[config.mk]
export PLATFORM = sky130hd
export DESIGN_NAME = iabw_map
export DESIGN_NICKNAME = d
export VERILOG_FILES = /design/src/sv/iabw_pkg.sv /design/src/sv/iabw_map.sv
export SDC_FILE = /design/constraint.sdc
export NUM_CORES = 2
export LEC_CHECK = 0
export BUFFER_PORTS_ARGS = -buffer_cell sky130_fd_sc_hd__buf_4
export CAP_MARGIN = 20
export CORE_UTILIZATION = 65
export CTS_BUF_LIST = sky130_fd_sc_hd__clkbuf_16
export DETAILED_ROUTE_END_ITERATION = 16
export PLACE_DENSITY = 0.84
export SLEW_MARGIN = 10
export SYNTH_ARGS = -nofsm -noshare
export SYNTH_HDL_FRONTEND = slang
export SYNTH_SLANG_ARGS = --single-unit
[constraint.sdc]
create_clock -name i_clk -period 12.55 [get_ports i_clk]
set_clock_uncertainty 0.1 [all_clocks]
set_input_delay 1.255 -clock i_clk [delete_from_list [all_inputs] [get_ports i_clk]]
set_output_delay 1.255 -clock i_clk [all_outputs]
set_load 0.02 [all_outputs]
[src/sv/iabw_pkg.sv]
// Shared types and constants for the inverse affine bilinear warp.
package iabw_pkg;

    // Largest frame the image store holds
    localparam int MAX_WIDTH  = 256;
    localparam int MAX_HEIGHT = 256;
    localparam int FRAME_MIN  = 2;

    // Image store split into four banks by column and row parity
    localparam int BANK_AW    = 14;
    localparam int BANK_DEPTH = 1 << BANK_AW;

    // Configuration register indexes
    typedef enum logic [2:0] {
        REG_A00      = 3'd0,
        REG_A01      = 3'd1,
        REG_A10      = 3'd2,
        REG_A11      = 3'd3,
        REG_OFFSET_X = 3'd4,
        REG_OFFSET_Y = 3'd5,
        REG_WIDTH    = 3'd6,
        REG_HEIGHT   = 3'd7
    } t_reg_idx;

    // Input item modes
    typedef enum logic {
        MODE_LOAD   = 1'b0,
        MODE_SAMPLE = 1'b1
    } t_mode;

    typedef logic signed [31:0] t_q32;

    // Matrix and bias as held in the configuration registers
    typedef struct packed {
        logic signed [15:0] a00;
        logic signed [15:0] a01;
        logic signed [15:0] a10;
        logic signed [15:0] a11;
        logic signed [19:0] bx;
        logic signed [19:0] by;
    } t_mat;

    // Inverse matrix (Q16.16), inverse offsets (Q24.8) and status
    typedef struct packed {
        t_q32 c0;
        t_q32 c1;
        t_q32 c2;
        t_q32 c3;
        t_q32 o0;
        t_q32 o1;
        logic singular;
        logic busy;
    } t_inv;

    // Store access request after coordinate mapping and clipping
    typedef struct packed {
        logic       valid;
        logic       load;
        logic [7:0] pixel;
        logic [7:0] px;
        logic [7:0] py;
        logic [7:0] ix;
        logic [7:0] iy;
        logic [7:0] fx;
        logic [7:0] fy;
    } t_req;

endpackage

[src/sv/iabw_map.sv]
// Coordinate pipeline: capture, inverse products, source coordinate, clipping.
module iabw_map import iabw_pkg::*; (
    input  logic       i_clk,
    input  logic       i_rst_n,
    input  logic       i_accept,
    input  logic       i_mode,
    input  logic [7:0] i_pixel,
    input  logic [7:0] i_x,
    input  logic [7:0] i_y,
    input  t_inv       i_inv,
    input  logic [7:0] i_wm2,
    input  logic [7:0] i_hm2,
    output t_req       o_req
);

    // Stage 1: item capture
    logic       r1_valid, r1_load;
    logic [7:0] r1_pix, r1_x, r1_y;
    // Stage 2: coordinate times inverse entries
    logic       r2_valid, r2_load;
    logic [7:0] r2_pix, r2_x, r2_y;
    logic signed [40:0] r2_xa, r2_ya, r2_xb, r2_yb;
    // Stage 3: source coordinate in Q.8
    logic       r3_valid, r3_load;
    logic [7:0] r3_pix, r3_x, r3_y;
    logic signed [34:0] r3_sx, r3_sy;

    logic signed [41:0] w_sumx, w_sumy;
    logic [15:0]        w_cx, w_cy;

    function automatic logic [15:0] clip_q8(input logic signed [34:0] v,
                                            input logic [7:0] m2);
        logic [15:0] hi;
        hi = {m2, 8'h00};
        if (v[34]) begin
            return 16'd0;
        end else if (v > $signed({19'd0, hi})) begin
            return hi;
        end else begin
            return v[15:0];
        end
    endfunction

    assign w_sumx = {r2_xa[40], r2_xa} + {r2_ya[40], r2_ya};
    assign w_sumy = {r2_xb[40], r2_xb} + {r2_yb[40], r2_yb};

    // Valid bits
    always_ff @(posedge i_clk) begin
        if (!i_rst_n) begin
            r1_valid <= 1'b0;
            r2_valid <= 1'b0;
            r3_valid <= 1'b0;
        end else begin
            r1_valid <= i_accept;
            r2_valid <= r1_valid;
            r3_valid <= r2_valid;
        end
    end

    // Payload
    always_ff @(posedge i_clk) begin
        r1_load <= (i_mode == MODE_LOAD);
        r1_pix  <= i_pixel;
        r1_x    <= i_x;
        r1_y    <= i_y;

        r2_load <= r1_load;
        r2_pix  <= r1_pix;
        r2_x    <= r1_x;
        r2_y    <= r1_y;
        r2_xa   <= $signed({1'b0, r1_x}) * i_inv.c0;
        r2_ya   <= $signed({1'b0, r1_y}) * i_inv.c2;
        r2_xb   <= $signed({1'b0, r1_x}) * i_inv.c1;
        r2_yb   <= $signed({1'b0, r1_y}) * i_inv.c3;

        r3_load <= r2_load;
        r3_pix  <= r2_pix;
        r3_x    <= r2_x;
        r3_y    <= r2_y;
        r3_sx   <= {w_sumx[41], w_sumx[41:8]} + {{3{i_inv.o0[31]}}, i_inv.o0};
        r3_sy   <= {w_sumy[41], w_sumy[41:8]} + {{3{i_inv.o1[31]}}, i_inv.o1};
    end

    // Clip to the frame, split into integer and fraction
    assign w_cx = clip_q8(r3_sx, i_wm2);
    assign w_cy = clip_q8(r3_sy, i_hm2);

    assign o_req.valid = r3_valid;
    assign o_req.load  = r3_load;
    assign o_req.pixel = r3_pix;
    assign o_req.px    = r3_x;
    assign o_req.py    = r3_y;
    assign o_req.ix    = w_cx[15:8];
    assign o_req.iy    = w_cy[15:8];
    assign o_req.fx    = w_cx[7:0];
    assign o_req.fy    = w_cy[7:0];

endmodule

# Word-level counts from Yosys, hierarchy flattened
# Index checks and enable logic that the tools add are counted.
word_totals:
  register_bits: 312
  inputBits: 238
  output_inout_bits: 58
  wordCells: 36
classes:
  add_sub_neg: 4
  n_mul: 4
  magnitude_cmp: 2
  muxes: 4
  bitwise: 1
ops:
  columns: ["cell", "n"]
  rows:
  - ["$mul 9x32->41", 4]
  - ["$add 41x41->42", 2]
  - ["$add 34x32->35", 2]
  - ["$gt 35x17->1", 2]
  - ["$mux 16", 4]
  - ["$not 1->1", 1]

# Depth between registers and ports, before layout
depth:
  depth_word: 3
  depth_mapped: 22
  ltp_nobuf: 20

# Worst setup path before layout
# OpenSTA, ideal clock, no wires.
synth_timing:
  kind: "input to register"
  from: "input i_inv[187] (netlist name)"
  to: "register r2_xa[38]"
  setup_time_ps: 127
  t_arrival_ps: 5758
  t_required_ps: 12323
  path_slack_ps: 6565
  path_stages: 18
  path_buffers: 0
  path_cell_list: "nand2_1 > fa_1 > inv_1 > fa_1 > fa_1 > inv_1 > fa_1 > inv_1 > ha_1 > a21o_1 > a21o_1 > a221oi_2 > o21ai_1 > a21o_1 > a221o_2 > a221oi_4 > nor4b_1 > or3_1"
synth_via:
  elab_chain_len: 1
synth_lines:
  columns: ["element", "line", "text"]
  rows:
  - ["from (decl)", "iabw_map.sv:10", "input t_inv i_inv,"]
  - ["$mul 9x32->41", "iabw_map.sv:71", "r2_xa <= $signed({1'b0, r1_x}) * i_inv.c0;"]
  - ["to (signal assigned)", "iabw_map.sv:71", null]
  - ["to (decl)", "iabw_map.sv:22", "logic signed [40:0] r2_xa, r2_ya, r2_xb, r2_yb;"]
# Every way passes these cells.
# A chain may end at the register's enable or synchronous reset.

# Worst setup path in the final report
layout_timing:
  from: "register r1_x[0]"
  to: "register r2_xb[32]"
layout_via:
  elab_chain_len: 1
layout_lines:
  columns: ["element", "line", "text"]
  rows:
  - ["from (decl)", "iabw_map.sv:18", "logic [7:0] r1_pix, r1_x, r1_y;"]
  - ["from (signal assigned)", "iabw_map.sv:64", "r1_x <= i_x;"]
  - ["$mul 9x32->41", "iabw_map.sv:73", "r2_xb <= $signed({1'b0, r1_x}) * i_inv.c1;"]
  - ["to (signal assigned)", "iabw_map.sv:73", null]
  - ["to (decl)", "iabw_map.sv:22", null]
# Every way passes these cells.

==> impl_metrics.ini <==
[status]
run_status = finished, final reports clean

[clock_tree]
worstSkewPairLatency_ns = 0.60
cts_tree = done
clockBufferDepth = 3
htree_levels = 2
cts_resized = 0
postCtsHoldBufs = 0
cts_root_buf = clkbuf_16
cts_buffers = 36
cts_sinks = 312
cts.clk_slew.worst_paths_ns = 0.06
post_cts_buffers = 0

[sta]
rsz0062_at_grt = no
tns_ns = 0
relSlewSlack = 0.322
fmax_mhz = 156
min_period_ns = 6.41
fin_crit_sh = 0.511
drv_slew = 0
final_hold_viol_count = 0
worst_slew_pin_slew_ns = 0.991
setup_viol_count_final = 0

[logic_synthesis]
synth.area.top_cells = fa_1 (32%), dfxtp_1 (13%), ha_1 (12%)
postSynthCellCount = 5709
syn_avg_cell_area_um2 = 8.70
synth_top_area_share = 0.320
synth-edff-count = 0
syn-cell-area_um2 = 49700
synth_ff_type = dfxtp_1
ys_warn_count = 0
synth_top_cell_by_area = fa_1
ys_seq_area_frac = 0.126
ys_types = 76
synthArstFlopShare = 0
syn-num-nets = 7235
ys_seq_elements = 312

[die]
rows = 100
fp.dieW_um = 278
fp.coreArea_um2 = 75100
die_h_um = 278
fp.dieArea_um2 = 77500
boundaryPins = 296
initial_utilization = 0.662

[routing]
drt_iter0_markers = 2432
routedWlPerCell_um = 16.9
wl_um = 116000
route.detailed.drc = 0
viasPerCell = 5.62
antenna_left = 0
drtPass1Iterations = 8
num_vias = 38700

[worst_setup_path]
critPathMostFrequentCell = fa_1
cp.arrival_ns = 6.72
worstPathRequired_ns = 12.86
crit_chain = buf_4 > nand2_1 > fa_1 > inv_1 > fa_1 > fa_1 > inv_1 > fa_1 > inv_1 > ha_1 > o21ai_0 > o211ai_1 > a31oi_1 > o41ai_1 > a21oi_1 > o21ai_1 > a21bo_1 > a31oi_1 > xnor2_1
cpPeakStageDelay_ns = 0.63
r2r_start = r1_x[0]$_DFF_P_
crit_start = r1_x[0]$_DFF_P_
crit_fanout = 65
critPathKind = reg -> reg
cp_slowest_cell = buf_4
reg2reg_setup_slack_ns = 6.14
worstReg2RegEnd = r2_xb[32]$_DFF_P_
crit_path_start_kind = register
ff2ff_path_depth = 19
end_kind = register

[worst_hold_path]
holdPathEnd = r3_x[4]$_DFF_P_
holdCritStartpoint = r2_x[4]$_DFF_P_
hold_path_depth = 0
hold_class = reg -> reg

[global_route]
grt.overflow.total = 0
grt_pass1_vias = 40500
globalRouteTotalUtil = 0.307
antenna_found_initial = 14
grt_max_degree = 66
grt_first_pass_wirelength_um = 194000

[placement]
portBuffers = 293
gp_congestion = 0.936
place_area_um2 = 52500
place_hpwl_um = 93500

[finish]
final_cell_area_um2 = 53700
drive_gt1_frac = 0.0668
final_common_cell = inv_1
final.fill_count = 5715
nNetsFinal = 7395
final_cell_mix = inv_1 (1133), fa_1 (794), and2_1 (626)
area_delta_synth_final_pct = 8.17

[run]
max-cap-violations = 0
==> critical path: cells and delay by family (launching register included) <==
family	cells	cell delay, ns
xor gates and xnor gates	1	0.52
adders and majority gates	5	2.43
buffers and inverters	4	0.77
DFF	1	0.31
and+or+nand+nor	1	0.18
AOI/OAI and AO/OA	8	1.91
==> metal layers <==
metal,track usage,share of wire
met5,0,0.00039
met4,0.126,0.039
met3,0.0374,0.055
met2,0.552,0.51
met1,0.372,0.40
==> logic make-up after synthesis <==
kind of cell / count (synthesis) / share of synthesized area
AND/OR/NAND/NOR: 1674 / 0.172
buffers and inverters: 1320 / 0.0999
adder cells (fa/ha/maj): 1288 / 0.445
AO/OA/AOI/OAI: 846 / 0.110
flip-flops: 312 / 0.126
XOR/XNOR: 268 / 0.0473
multiplexers: 1 / 0.000202
==> state kept, by name, indices dropped and copies added (netlist names) <==
signal	count
r1_load	1
r1_pix	8
r1_valid	1
r1_x	8
r1_y	8
r2_load	1
r2_pix	8
r2_valid	1
r2_x	8
r2_xa	41
r2_xb	41
r2_y	8
r2_ya	41
r2_yb	41
r3_load	1
r3_pix	8
r3_sx	35
r3_sy	35
r3_valid	1
r3_x	8
r3_y	8
==> cell usage after synthesis, types with 27 or more instances <==
library cell,count
inv_1,1132
fa_1,794
and2_1,626
nand2_1,615
ha_1,494
dfxtp_1,312
a21oi_1,278
clkbuf_1,182
xnor2_1,175
a21o_1,164
nor2_1,128
xor2_1,93
o21ai_1,82
nand3_1,73
o21ai_0,60
nand4_1,47
o21bai_1,39
a31oi_1,35
and3_1,35
nor3_1,34
nor2b_1,32
o211ai_1,27
o21a_1,27
==> per-stage QoR <==
stage               hold slack [ns]  worst slack, ns   util  std cells
finish                        0.221             6.14  0.716       6877
global route                  0.224             5.91  0.716       6875
CTS                           0.223             6.32  0.715       6864
detailed placement            0.212             5.95  0.699       6800
global placement              0.210             5.93  0.699       6800
floorplan                     0.210             6.56      -       5709
==> layout make-up <==
class	instances	area (µm²)	share of cell area
multi-input combinational	4077	38500	0.716
sequential	312	6260	0.116
inverter	1133	4250	0.0792
timing repair buffer	309	2320	0.0432
tap	969	1210	0.0226
clock buffer	36	901	0.0168
clock inverter	28	292	0.00543
antenna	13	32.5	0.000606
==> worst max-delay path by stage <==
stage / endpoint / slack, ns / cells after the start
2_1_floorplan: r2_xa[38]$_DFF_P_ / 6.56 / 18
3_3_place_gp: r2_xb[32]$_DFF_P_ / 5.93 / 19
3_5_place_dp: r2_xb[32]$_DFF_P_ / 5.95 / 19
4_1_cts: r2_xb[32]$_DFF_P_ / 6.32 / 19
5_1_grt: r2_xb[32]$_DFF_P_ / 5.91 / 19
6_report: r2_xb[32]$_DFF_P_ / 6.14 / 19
Power is left out: the tool's default activity adds up to more than one toggle a clock period on the data nets, which glitch-free logic cannot reach.
