--- config.mk ---
export PLATFORM = sky130hd
export DESIGN_NAME = iabw_inv
export DESIGN_NICKNAME = d
export VERILOG_FILES = /design/src/sv/iabw_pkg.sv /design/src/sv/iabw_inv.sv
export SDC_FILE = /design/constraint.sdc
export NUM_CORES = 2
export LEC_CHECK = 0
export ABC_AREA = 1
export BUFFER_PORTS_ARGS = -buffer_cell sky130_fd_sc_hd__buf_2
export CAP_MARGIN = 0
export CORE_UTILIZATION = 40
export DETAILED_ROUTE_END_ITERATION = 8
export PLACE_DENSITY_LB_ADDON = 0.08
export SLEW_MARGIN = 15
export SYNTH_ARGS = -nofsm -noshare
export SYNTH_HDL_FRONTEND = slang
export SYNTH_SLANG_ARGS = --single-unit
--- constraint.sdc ---
create_clock -name i_clk -period 13.7 [get_ports i_clk]
set_clock_uncertainty 0.15 [all_clocks]
set_input_delay 0.685 -clock i_clk [delete_from_list [all_inputs] [get_ports i_clk]]
set_output_delay 0.685 -clock i_clk [all_outputs]
set_load 0.1 [all_outputs]
--- src/sv/iabw_pkg.sv ---
// Shared types and constants for the inverse affine bilinear warp.
package iabw_pkg;

    // Largest frame the image store holds
    localparam int MAX_WIDTH  = 256;
    localparam int MAX_HEIGHT = 256;
    localparam int FRAME_MIN  = 2;

    // Image store split into four banks by column and row parity
    localparam int BANK_AW    = 14;
    localparam int BANK_DEPTH = 1 << BANK_AW;

    // Configuration register indexes
    typedef enum logic [2:0] {
        REG_A00      = 3'd0,
        REG_A01      = 3'd1,
        REG_A10      = 3'd2,
        REG_A11      = 3'd3,
        REG_OFFSET_X = 3'd4,
        REG_OFFSET_Y = 3'd5,
        REG_WIDTH    = 3'd6,
        REG_HEIGHT   = 3'd7
    } t_reg_idx;

    // Input item modes
    typedef enum logic {
        MODE_LOAD   = 1'b0,
        MODE_SAMPLE = 1'b1
    } t_mode;

    typedef logic signed [31:0] t_q32;

    // Matrix and bias as held in the configuration registers
    typedef struct packed {
        logic signed [15:0] a00;
        logic signed [15:0] a01;
        logic signed [15:0] a10;
        logic signed [15:0] a11;
        logic signed [19:0] bx;
        logic signed [19:0] by;
    } t_mat;

    // Inverse matrix (Q16.16), inverse offsets (Q24.8) and status
    typedef struct packed {
        t_q32 c0;
        t_q32 c1;
        t_q32 c2;
        t_q32 c3;
        t_q32 o0;
        t_q32 o1;
        logic singular;
        logic busy;
    } t_inv;

    // Store access request after coordinate mapping and clipping
    typedef struct packed {
        logic       valid;
        logic       load;
        logic [7:0] pixel;
        logic [7:0] px;
        logic [7:0] py;
        logic [7:0] ix;
        logic [7:0] iy;
        logic [7:0] fx;
        logic [7:0] fy;
    } t_req;

endpackage

--- src/sv/iabw_inv.sv ---
// Matrix inversion sequencer: determinant, serial divider, offset products.
module iabw_inv import iabw_pkg::*; (
    input  logic i_clk,
    input  logic i_rst_n,
    input  logic i_restart,
    input  t_mat i_mat,
    output t_inv o_inv
);

    typedef enum logic [7:0] {
        S_DET0 = 8'b0000_0001,
        S_DET1 = 8'b0000_0010,
        S_PREP = 8'b0000_0100,
        S_DIV  = 8'b0000_1000,
        S_QSAT = 8'b0001_0000,
        S_OFF0 = 8'b0010_0000,
        S_OFF1 = 8'b0100_0000,
        S_IDLE = 8'b1000_0000
    } t_inv_state;

    // In OFF1, r_fin tells the accumulate cycle from the store cycle
    t_inv_state r_state, n_state;
    logic signed [32:0] r_det;
    logic [31:0]        r_dmag;
    logic [1:0]         r_k;
    logic [5:0]         r_cnt;
    logic [31:0]        r_rem;
    logic [43:0]        r_quo;
    logic               r_neg;
    logic               r_j;
    logic               r_fin;
    logic signed [52:0] r_acc;
    t_q32               r_c0, r_c1, r_c2, r_c3, r_o0, r_o1;
    logic               r_singular;

    logic signed [15:0] w_da, w_db;
    logic signed [31:0] w_dprod;
    logic [1:0]         w_kload;
    logic signed [15:0] w_num;
    logic               w_nsign;
    logic [15:0]        w_nmag;
    logic [32:0]        w_trial;
    logic [32:0]        w_diff;
    logic               w_ge;
    t_q32               w_coef;
    t_q32               w_cj, w_cj2;
    logic signed [19:0] w_mb;
    t_q32               w_mc;
    logic signed [51:0] w_prod;
    logic signed [53:0] w_nacc;
    logic signed [37:0] w_sh;
    t_q32               w_off;

    // Determinant partial products, one multiply per cycle
    assign w_da    = (r_state == S_DET1) ? i_mat.a01 : i_mat.a00;
    assign w_db    = (r_state == S_DET1) ? i_mat.a10 : i_mat.a11;
    assign w_dprod = w_da * w_db;

    // Numerator for the entry about to be divided: a11, -a01, -a10, a00
    assign w_kload = (r_state == S_PREP) ? 2'd0 : r_k + 2'd1;
    always_comb begin
        unique case (w_kload)
            2'd0: begin w_num = i_mat.a11; w_nsign = i_mat.a11[15];  end
            2'd1: begin w_num = i_mat.a01; w_nsign = ~i_mat.a01[15]; end
            2'd2: begin w_num = i_mat.a10; w_nsign = ~i_mat.a10[15]; end
            default: begin w_num = i_mat.a00; w_nsign = i_mat.a00[15]; end
        endcase
    end
    assign w_nmag = w_num[15] ? 16'(-w_num) : w_num;

    // Restoring division, one quotient bit a cycle
    assign w_trial = {r_rem, r_quo[43]};
    assign w_ge    = (w_trial >= {1'b0, r_dmag});
    assign w_diff  = w_trial - {1'b0, r_dmag};

    // Signed, saturated quotient
    always_comb begin
        if (!r_neg) begin
            w_coef = (r_quo > 44'h0007FFFFFFF) ? 32'sh7FFFFFFF : r_quo[31:0];
        end else begin
            w_coef = (r_quo > 44'h00080000000) ? 32'sh80000000 : (~r_quo[31:0]) + 32'd1;
        end
    end

    // Offset products: b0*inv[j], then b1*inv[2+j]
    assign w_cj   = r_j ? r_c1 : r_c0;
    assign w_cj2  = r_j ? r_c3 : r_c2;
    assign w_mb   = (r_state == S_OFF1) ? i_mat.by : i_mat.bx;
    assign w_mc   = (r_state == S_OFF1) ? w_cj2 : w_cj;
    assign w_prod = w_mb * w_mc;

    // floor(-s / 2^16), saturated to 32 bits
    assign w_nacc = -{r_acc[52], r_acc};
    assign w_sh   = w_nacc[53:16];
    always_comb begin
        if (w_sh[37:31] == {7{w_sh[31]}}) begin
            w_off = w_sh[31:0];
        end else if (w_sh[37]) begin
            w_off = 32'sh80000000;
        end else begin
            w_off = 32'sh7FFFFFFF;
        end
    end

    // Next state
    always_comb begin
        n_state = r_state;
        if (i_restart) begin
            n_state = S_DET0;
        end else begin
            unique case (r_state)
                S_DET0: n_state = S_DET1;
                S_DET1: n_state = S_PREP;
                S_PREP: n_state = (r_det == '0) ? S_IDLE : S_DIV;
                S_DIV:  n_state = (r_cnt == 6'd43) ? S_QSAT : S_DIV;
                S_QSAT: n_state = (r_k == 2'd3) ? S_OFF0 : S_DIV;
                S_OFF0: n_state = S_OFF1;
                S_OFF1: begin
                    if (!r_fin) begin
                        n_state = S_OFF1;
                    end else begin
                        n_state = r_j ? S_IDLE : S_OFF0;
                    end
                end
                S_IDLE: n_state = S_IDLE;
                default: n_state = S_IDLE;
            endcase
        end
    end

    // State register
    always_ff @(posedge i_clk) begin
        if (!i_rst_n) begin
            r_state <= S_DET0;
        end else begin
            r_state <= n_state;
        end
    end

    // Datapath registers; OFF1 runs twice: accumulate, then store the offset
    always_ff @(posedge i_clk) begin
        if (!i_rst_n) begin
            r_c0 <= '0; r_c1 <= '0; r_c2 <= '0; r_c3 <= '0;
            r_o0 <= '0; r_o1 <= '0;
            r_singular <= 1'b0;
            r_fin <= 1'b0;
            r_j <= 1'b0;
            r_k <= 2'd0;
            r_cnt <= 6'd0;
        end else if (!i_restart) begin
            unique case (r_state)
                S_DET0: r_det <= {w_dprod[31], w_dprod};
                S_DET1: r_det <= r_det - {w_dprod[31], w_dprod};
                S_PREP: begin
                    r_singular <= (r_det == '0);
                    r_dmag     <= r_det[32] ? 32'(-r_det) : r_det[31:0];
                    r_k        <= 2'd0;
                    r_cnt      <= 6'd0;
                    r_rem      <= '0;
                    r_quo      <= {w_nmag, 28'd0};
                    r_neg      <= w_nsign ^ r_det[32];
                end
                S_DIV: begin
                    r_rem <= w_ge ? w_diff[31:0] : w_trial[31:0];
                    r_quo <= {r_quo[42:0], w_ge};
                    r_cnt <= r_cnt + 6'd1;
                end
                S_QSAT: begin
                    unique case (r_k)
                        2'd0: r_c0 <= w_coef;
                        2'd1: r_c1 <= w_coef;
                        2'd2: r_c2 <= w_coef;
                        default: r_c3 <= w_coef;
                    endcase
                    r_k   <= w_kload;
                    r_cnt <= 6'd0;
                    r_rem <= '0;
                    r_quo <= {w_nmag, 28'd0};
                    r_neg <= w_nsign ^ r_det[32];
                    r_j   <= 1'b0;
                    r_fin <= 1'b0;
                end
                S_OFF0: begin
                    r_acc <= {w_prod[51], w_prod};
                    r_fin <= 1'b0;
                end
                S_OFF1: begin
                    if (!r_fin) begin
                        r_acc <= r_acc + {w_prod[51], w_prod};
                        r_fin <= 1'b1;
                    end else begin
                        if (r_j) begin
                            r_o1 <= w_off;
                        end else begin
                            r_o0 <= w_off;
                        end
                        r_j <= 1'b1;
                    end
                end
                S_IDLE: r_fin <= 1'b0;
                default: r_fin <= 1'b0;
            endcase
        end
    end

    assign o_inv.c0       = r_c0;
    assign o_inv.c1       = r_c1;
    assign o_inv.c2       = r_c2;
    assign o_inv.c3       = r_c3;
    assign o_inv.o0       = r_o0;
    assign o_inv.o1       = r_o1;
    assign o_inv.singular = r_singular;
    assign o_inv.busy     = (r_state != S_IDLE);

endmodule

; ---- After elaboration in Yosys (flattened, before gate mapping)
; Cells that the tools add are included.
[totals]
regBits = 406
latchBits = 0
mem_bits_rw = 0
rom_bits = 0
in_bits = 107
out_inout_bits = 194
n_memories = 0
[op_classes]
n_addsub = 9
multipliers = 2
n_div = 0
order_cmp = 3
n_eq_ne = 17
shifts = 0
muxes = 33
bitwise = 9
reduce_logical = 28
[op_table]
columns = operator, n
row1 = $mux 32, 10
row2 = $pmux 53 s2, 1
row3 = $pmux 44 s2, 1
row4 = $pmux 33 s2, 1
row5 = $pmux 32 s2, 1
row6 = $pmux 8 s7, 1
row7 = $neg 54->54, 1
row8 = $add 53x53->53, 1
row9 = $mux 53, 1
row10 = $mul 20x32->52, 1
row11 = $mux 16, 3
row12 = $pmux 16 s3, 1
row13 = $gt 44x31->1 const B, 1
row14 = $gt 44x32->1 const B, 1
row15 = $ge 33x32->1, 1
row16 = $logic_not 33->1, 1
row17 = $sub 33x33->33, 1
row18 = $add 32x1->32 const B, 1
row19 = $mul 16x16->32, 1
row20 = $neg 32->32, 1
row21 = $not 32->32, 1
row22 = $sub 32x32->32, 1
row23 = $reduce_and 3->1, 9
row24 = $mux 8, 3
row25 = other kinds (34), 56

; ---- Longest topological paths before layout
[logic_depth]
depth_word = 7
mapped_depth = 52
mapped_depth_nobuf = 51

; ---- Worst setup path after synthesis
; No wires, ideal clock.
[synth_timing]
path_kind = register -> register
startpoint = reg r_c1[31]
endpoint = reg r_acc[52] (data pin)
setup_time_ps = 252
arrival_ps = 8805
slack_ps = 4492
stages_incl_launch_ff = 40
n_path_buf = 1
path_cell_list = dfxtp_1 > or2_2 > o211ai_1 > o21ai_1 > clkinv_1 > clkbuf_1 > nor2_1 > fa_1 > fa_1 > fa_1 > fa_1 > inv_1 > fa_1 > inv_1 > fa_1 > inv_1 > fa_1 > inv_1 > [4 not listed] > nor2_1 > nor4_1 > nand4_1 > and2_1 > ha_1 > nand2_1 > nor3_1 > inv_1 > nor2_1 > nand2_1 > nor3_1 > nand2_1 > nand2_1 > nor2_1 > nor2_1 > inv_1 > nand2_1 > nand2_1
[synth_between]
elab_chain_cells = 6
[synth_lines]
columns = item, line_no
row1 = "start, declared", iabw_inv.sv:33  ; t_q32 r_c0, r_c1, r_c2, r_c3, r_o0, r_o1;
row2 = "start signal, assigned", iabw_inv.sv:171  ; 2'd1: r_c1 <= w_coef;
row3 = $mux 32 (*), iabw_inv.sv:86  ; assign w_cj = r_j ? r_c1 : r_c0;
row4 = $mux 32 (*), iabw_inv.sv:89  ; assign w_mc = (r_state == S_OFF1) ? w_cj2 : w_cj;
row5 = $mul 20x32->52 (*), iabw_inv.sv:90  ; assign w_prod = w_mb * w_mc;
row6 = $add 53x53->53, iabw_inv.sv:189  ; r_acc <= r_acc + {w_prod[51], w_prod};
row7 = $mux 53, iabw_inv.sv:188  ; if (!r_fin) begin
row8 = $pmux 53 s2 (*), iabw_inv.sv:151  ; unique case (r_state)
row9 = "end signal, assigned", iabw_inv.sv:184  ; r_acc <= {w_prod[51], w_prod};
row10 = "end signal, assigned", iabw_inv.sv:189
row11 = "end, declared", iabw_inv.sv:32  ; logic signed [52:0] r_acc;
; Every way passes the cells marked *; elsewhere a longest branch is shown, timed or not. The select of a mux whose other input is x is not followed.
; A chain may end at the register's enable or synchronous reset.

; ---- Worst setup path in the final report
[layout_timing]
startpoint = reg r_state[4]
endpoint = reg r_acc[52] (data pin)
[layout_between]
elab_chain_cells = 6
word_cells_on_any_way = 8
cone_classes = 1 x add/sub / 1 x mul / 2 x eq/ne / 4 x mux
[layout_lines]
columns = item, line_no
row1 = "start, declared", iabw_inv.sv:22  ; t_inv_state r_state, n_state;
row2 = "start signal, assigned", iabw_inv.sv:136  ; r_state <= n_state;
row3 = $eq 8x7->1, "iabw_inv.sv:88, iabw_inv.sv:89, iabw_inv.sv:151"
row4 = $mux 20 or $mux 32 (tied branches), "iabw_inv.sv:88, iabw_inv.sv:89"
row5 = $mul 20x32->52, iabw_inv.sv:90
row6 = $add 53x53->53, iabw_inv.sv:189
row7 = $mux 53, iabw_inv.sv:188
row8 = $pmux 53 s2 (*), iabw_inv.sv:151
; Marked as above.

==> impl_metrics.py <==
metrics = {
    "outcome": {
        "status": "complete, but fails checks",
        "violations": "design-rule violations",
    },
    "sta": {
        "finalHoldViolCount": 0,
        "finalCriticalPeriod_ns": 12.11,
        "fmax_ghz": 0.0825,
        "rsz0062_at_grt": "no",
        "tns_ns": 0,
        "setup_violations": 0,
        "post-route-period-util_pct": 88.4,
        "relSlewSlack_pct": 17.7,
        "slew_violations": 0,
        "max_slew.worst_pin.slew_ns": 1.23,
    },
    "routing": {
        "initialDrtViolationCount": 3946,
        "drt-vias-per-instance": 5.19,
        "postRouteWirelength_um": 231000,
        "ant_nets": 0,
        "via_count": 55100,
        "drcViolationCount": 16,
        "routedWlPerCell_um": 21.8,
        "dr.pass1.iters": 8,
    },
    "clocking": {
        "cts_buffers": 54,
        "clk_pin_slew_ns": 0.07,
        "cts_tree": "built",
        "postCtsHoldBufs": 0,
        "cts_resized": 0,
        "post-cts-setup-buffers": 0,
        "insertion_delay_ns": 0.70,
        "clock_path_buffers": 3,
        "clockRootBuffer": "clkbuf_16",
        "cts.sinks": 406,
        "htreeDepth": 2,
    },
    "global_route": {
        "grt_pass1_wl_um": 350000,
        "grt_max_degree": 82,
        "antenna_found_initial": 10,
        "grt-ovfl-total": 0,
        "grt_pass1_vias": 55900,
        "track_usage_pct": 29.5,
    },
    "final_layout": {
        "top_register": "r_acc",
        "largest_register_ffs": 53,
        "fillers": 16200,
        "final_layout_size_suffix_gt1_share_pct": 7.79,
        "multi_input_area_um2": 44200,
        "largestRegisters": "r_acc (53), r_quo (44), r_det (33)",
        "area_growth_pct": 8.95,
        "regArea_um2": 10100,
        "nets": 9865,
        "final_cells": 10600,
    },
    "logic_synthesis": {
        "ys_async_sr_fraction_pct": 0,
        "synth_top_area_share_pct": 29.0,
        "avgSynthCellArea_um2": 7.48,
        "synth.area.top_cells": "fa_1 (29%), inv_1 (11%), edfxtp_1 (9.4%), nand2_1 (9.1%), ha_1 (6.8%)",
        "seq_area_frac_synth_pct": 16.2,
        "ys_warn_count": 0,
        "synth_common_cells": "inv_1 (1,806), nand2_1 (1,505), nor2_1 (1,090)",
        "synth_compound_area_share_pct": 10.5,
        "ys_ff_latch": 406,
        "synth_edf_count": 195,
        "synth_ff_type": "dfxtp_1",
        "synth_top_family_by_area": "adder cells",
        "synth-adder-area-share_pct": 35.9,
        "synth_nets": 9677,
        "synth_area_um2": 62300,
        "synthCells": 8326,
        "synthXorXnorAreaFrac_pct": 3.01,
        "synthMuxAreaShare_pct": 0.0803,
        "synth_top_area_cell": "fa_1",
        "synth_cell_types": 65,
        "post-synth-top-count-cell": "inv_1",
        "synthSimpleGateAreaFrac_pct": 21.3,
    },
    "floorplanning": {
        "die_h_um": 397,
        "dieArea_um2": 157000,
        "num_rows": 144,
        "die_x_um": 397,
        "core_um2": 154000,
        "initial_core_util_pct": 40.3,
        "pin_count": 301,
    },
    "setup_path": {
        "cp-start-kind": "flip-flop",
        "worst_ep_required_time_ns": 13.96,
        "arrival_ns": 12.38,
        "endpoint_kind": "flip-flop",
        "slowest_delay_ns": 0.79,
        "crit_fanout": 61,
        "crit_type": "flip-flop to flip-flop",
        "crit_path_top_delay_cell": "o21ai_2",
    },
    "placed_design": {
        "dp_hpwl_um": 191000,
        "io_buffers": 300,
        "placed_cells": 10500,
        "routabilityCongestion": 0.941,
    },
    "worst_hold_path": {
        "hp-class": "input port to flip-flop",
    },
    "flow_run": {
        "max-cap-violations": 0,
    },
}
-- layout by cell type, fill, tap and decap left out, drive strengths merged, types with 4 or more instances in the layout --
master	netlist	routed
a211oi	7	7
xnor2	76	76
inv	1838	1844
or2	41	41
clkbuf	147	79
clkinv	9	23
o22ai	5	5
a21oi	332	332
o21bai	30	30
fa	903	903
and3	8	8
o31ai	4	4
o21ai	537	537
nand3b	18	18
nand3	299	299
mux2i	5	5
nand4	95	95
o21a	77	77
nor4	23	23
edfxtp	195	195
o211ai	63	63
buf	119	399
ha	341	341
a21boi	13	13
diode	0	6
nand2	1525	1525
a31oi	37	37
dfxtp	211	211
a21o	27	27
xor2	138	138
nor3	63	63
and2	10	10
nor2	1111	1111
-- layout make-up --
| cell class | count | share of cell area (%) |
|---|---|---|
| antenna | 6 | 0.0221 |
| clock buffer | 79 | 2.42 |
| clock inverter | 22 | 0.350 |
| inverter | 1847 | 10.2 |
| multi-input combinational | 5806 | 65.1 |
| sequential | 406 | 14.9 |
| tap | 2044 | 3.77 |
| timing repair buffer | 399 | 3.31 |
-- metrics by stage --
step           hold WS, ns  setup WS (ns)  area (um2)  util [%]
4_1_cts              0.250           1.75       67900      43.9
3_5_place_dp         0.323           1.89       66000      42.7
5_1_grt              0.276          0.996       67900      44.0
3_3_place_gp         0.306           1.69       66000      42.7
2_1_floorplan        0.298           4.49       62300         -
6_report             0.294           1.59       67900      44.0
-- worst max-delay path, delay by kind of cell (launching register included) --
family | cells | cell delay, ns
DFF | 1 | 0.34
and+or+nand+nor | 19 | 3.47
adders and majority gates | 9 | 4.62
xor gates and xnor gates | 1 | 0.48
buffers and inverters | 7 | 1.25
AOI/OAI and AO/OA | 4 | 1.38
-- metal layers --
layer | GRT usage, % | up-vias | wire, um
met2 | 50.6 | 1519 | 112000
met4 | 9.42 | 4 | 8330
met5 | 0 | - | 27
met1 | 38.8 | 27300 | 99500
li1 | - | 25900 | -
met3 | 3.27 | 337 | 11400
-- worst paths after layout --
kind | startpoint | slack (ns) | endpoint | depth (start not counted)
hold reg to reg | r_fin$_SDFFE_PN0P_ | 0.33 | r_fin$_SDFFE_PN0P_ | 2
setup reg to reg | r_state[4]$_SDFF_PP0_ | 1.59 | r_acc[52]$_DFFE_PP_ | 40
setup / recovery | r_state[4]$_SDFF_PP0_ | 1.59 | r_acc[52]$_DFFE_PP_ | 40
hold / removal | i_mat[40] | 0.29 | r_det[0]$_DFFE_PP_ | 3
-- cells by family (layout without fill, tap and decap cells) --
kind of cell / count (synthesis) / after routing
DFF: 406 / 406
and+or+nand+nor: 3196 / 3196
xor gates and xnor gates: 214 / 214
adders and majority gates: 1244 / 1244
buffers and inverters: 2114 / 2347
AOI/OAI and AO/OA: 1147 / 1147
other: 0 / 6
muxes: 5 / 5
Power is left out: the tool's default activity adds up to more than one toggle a clock period on the data nets, which glitch-free logic cannot reach.
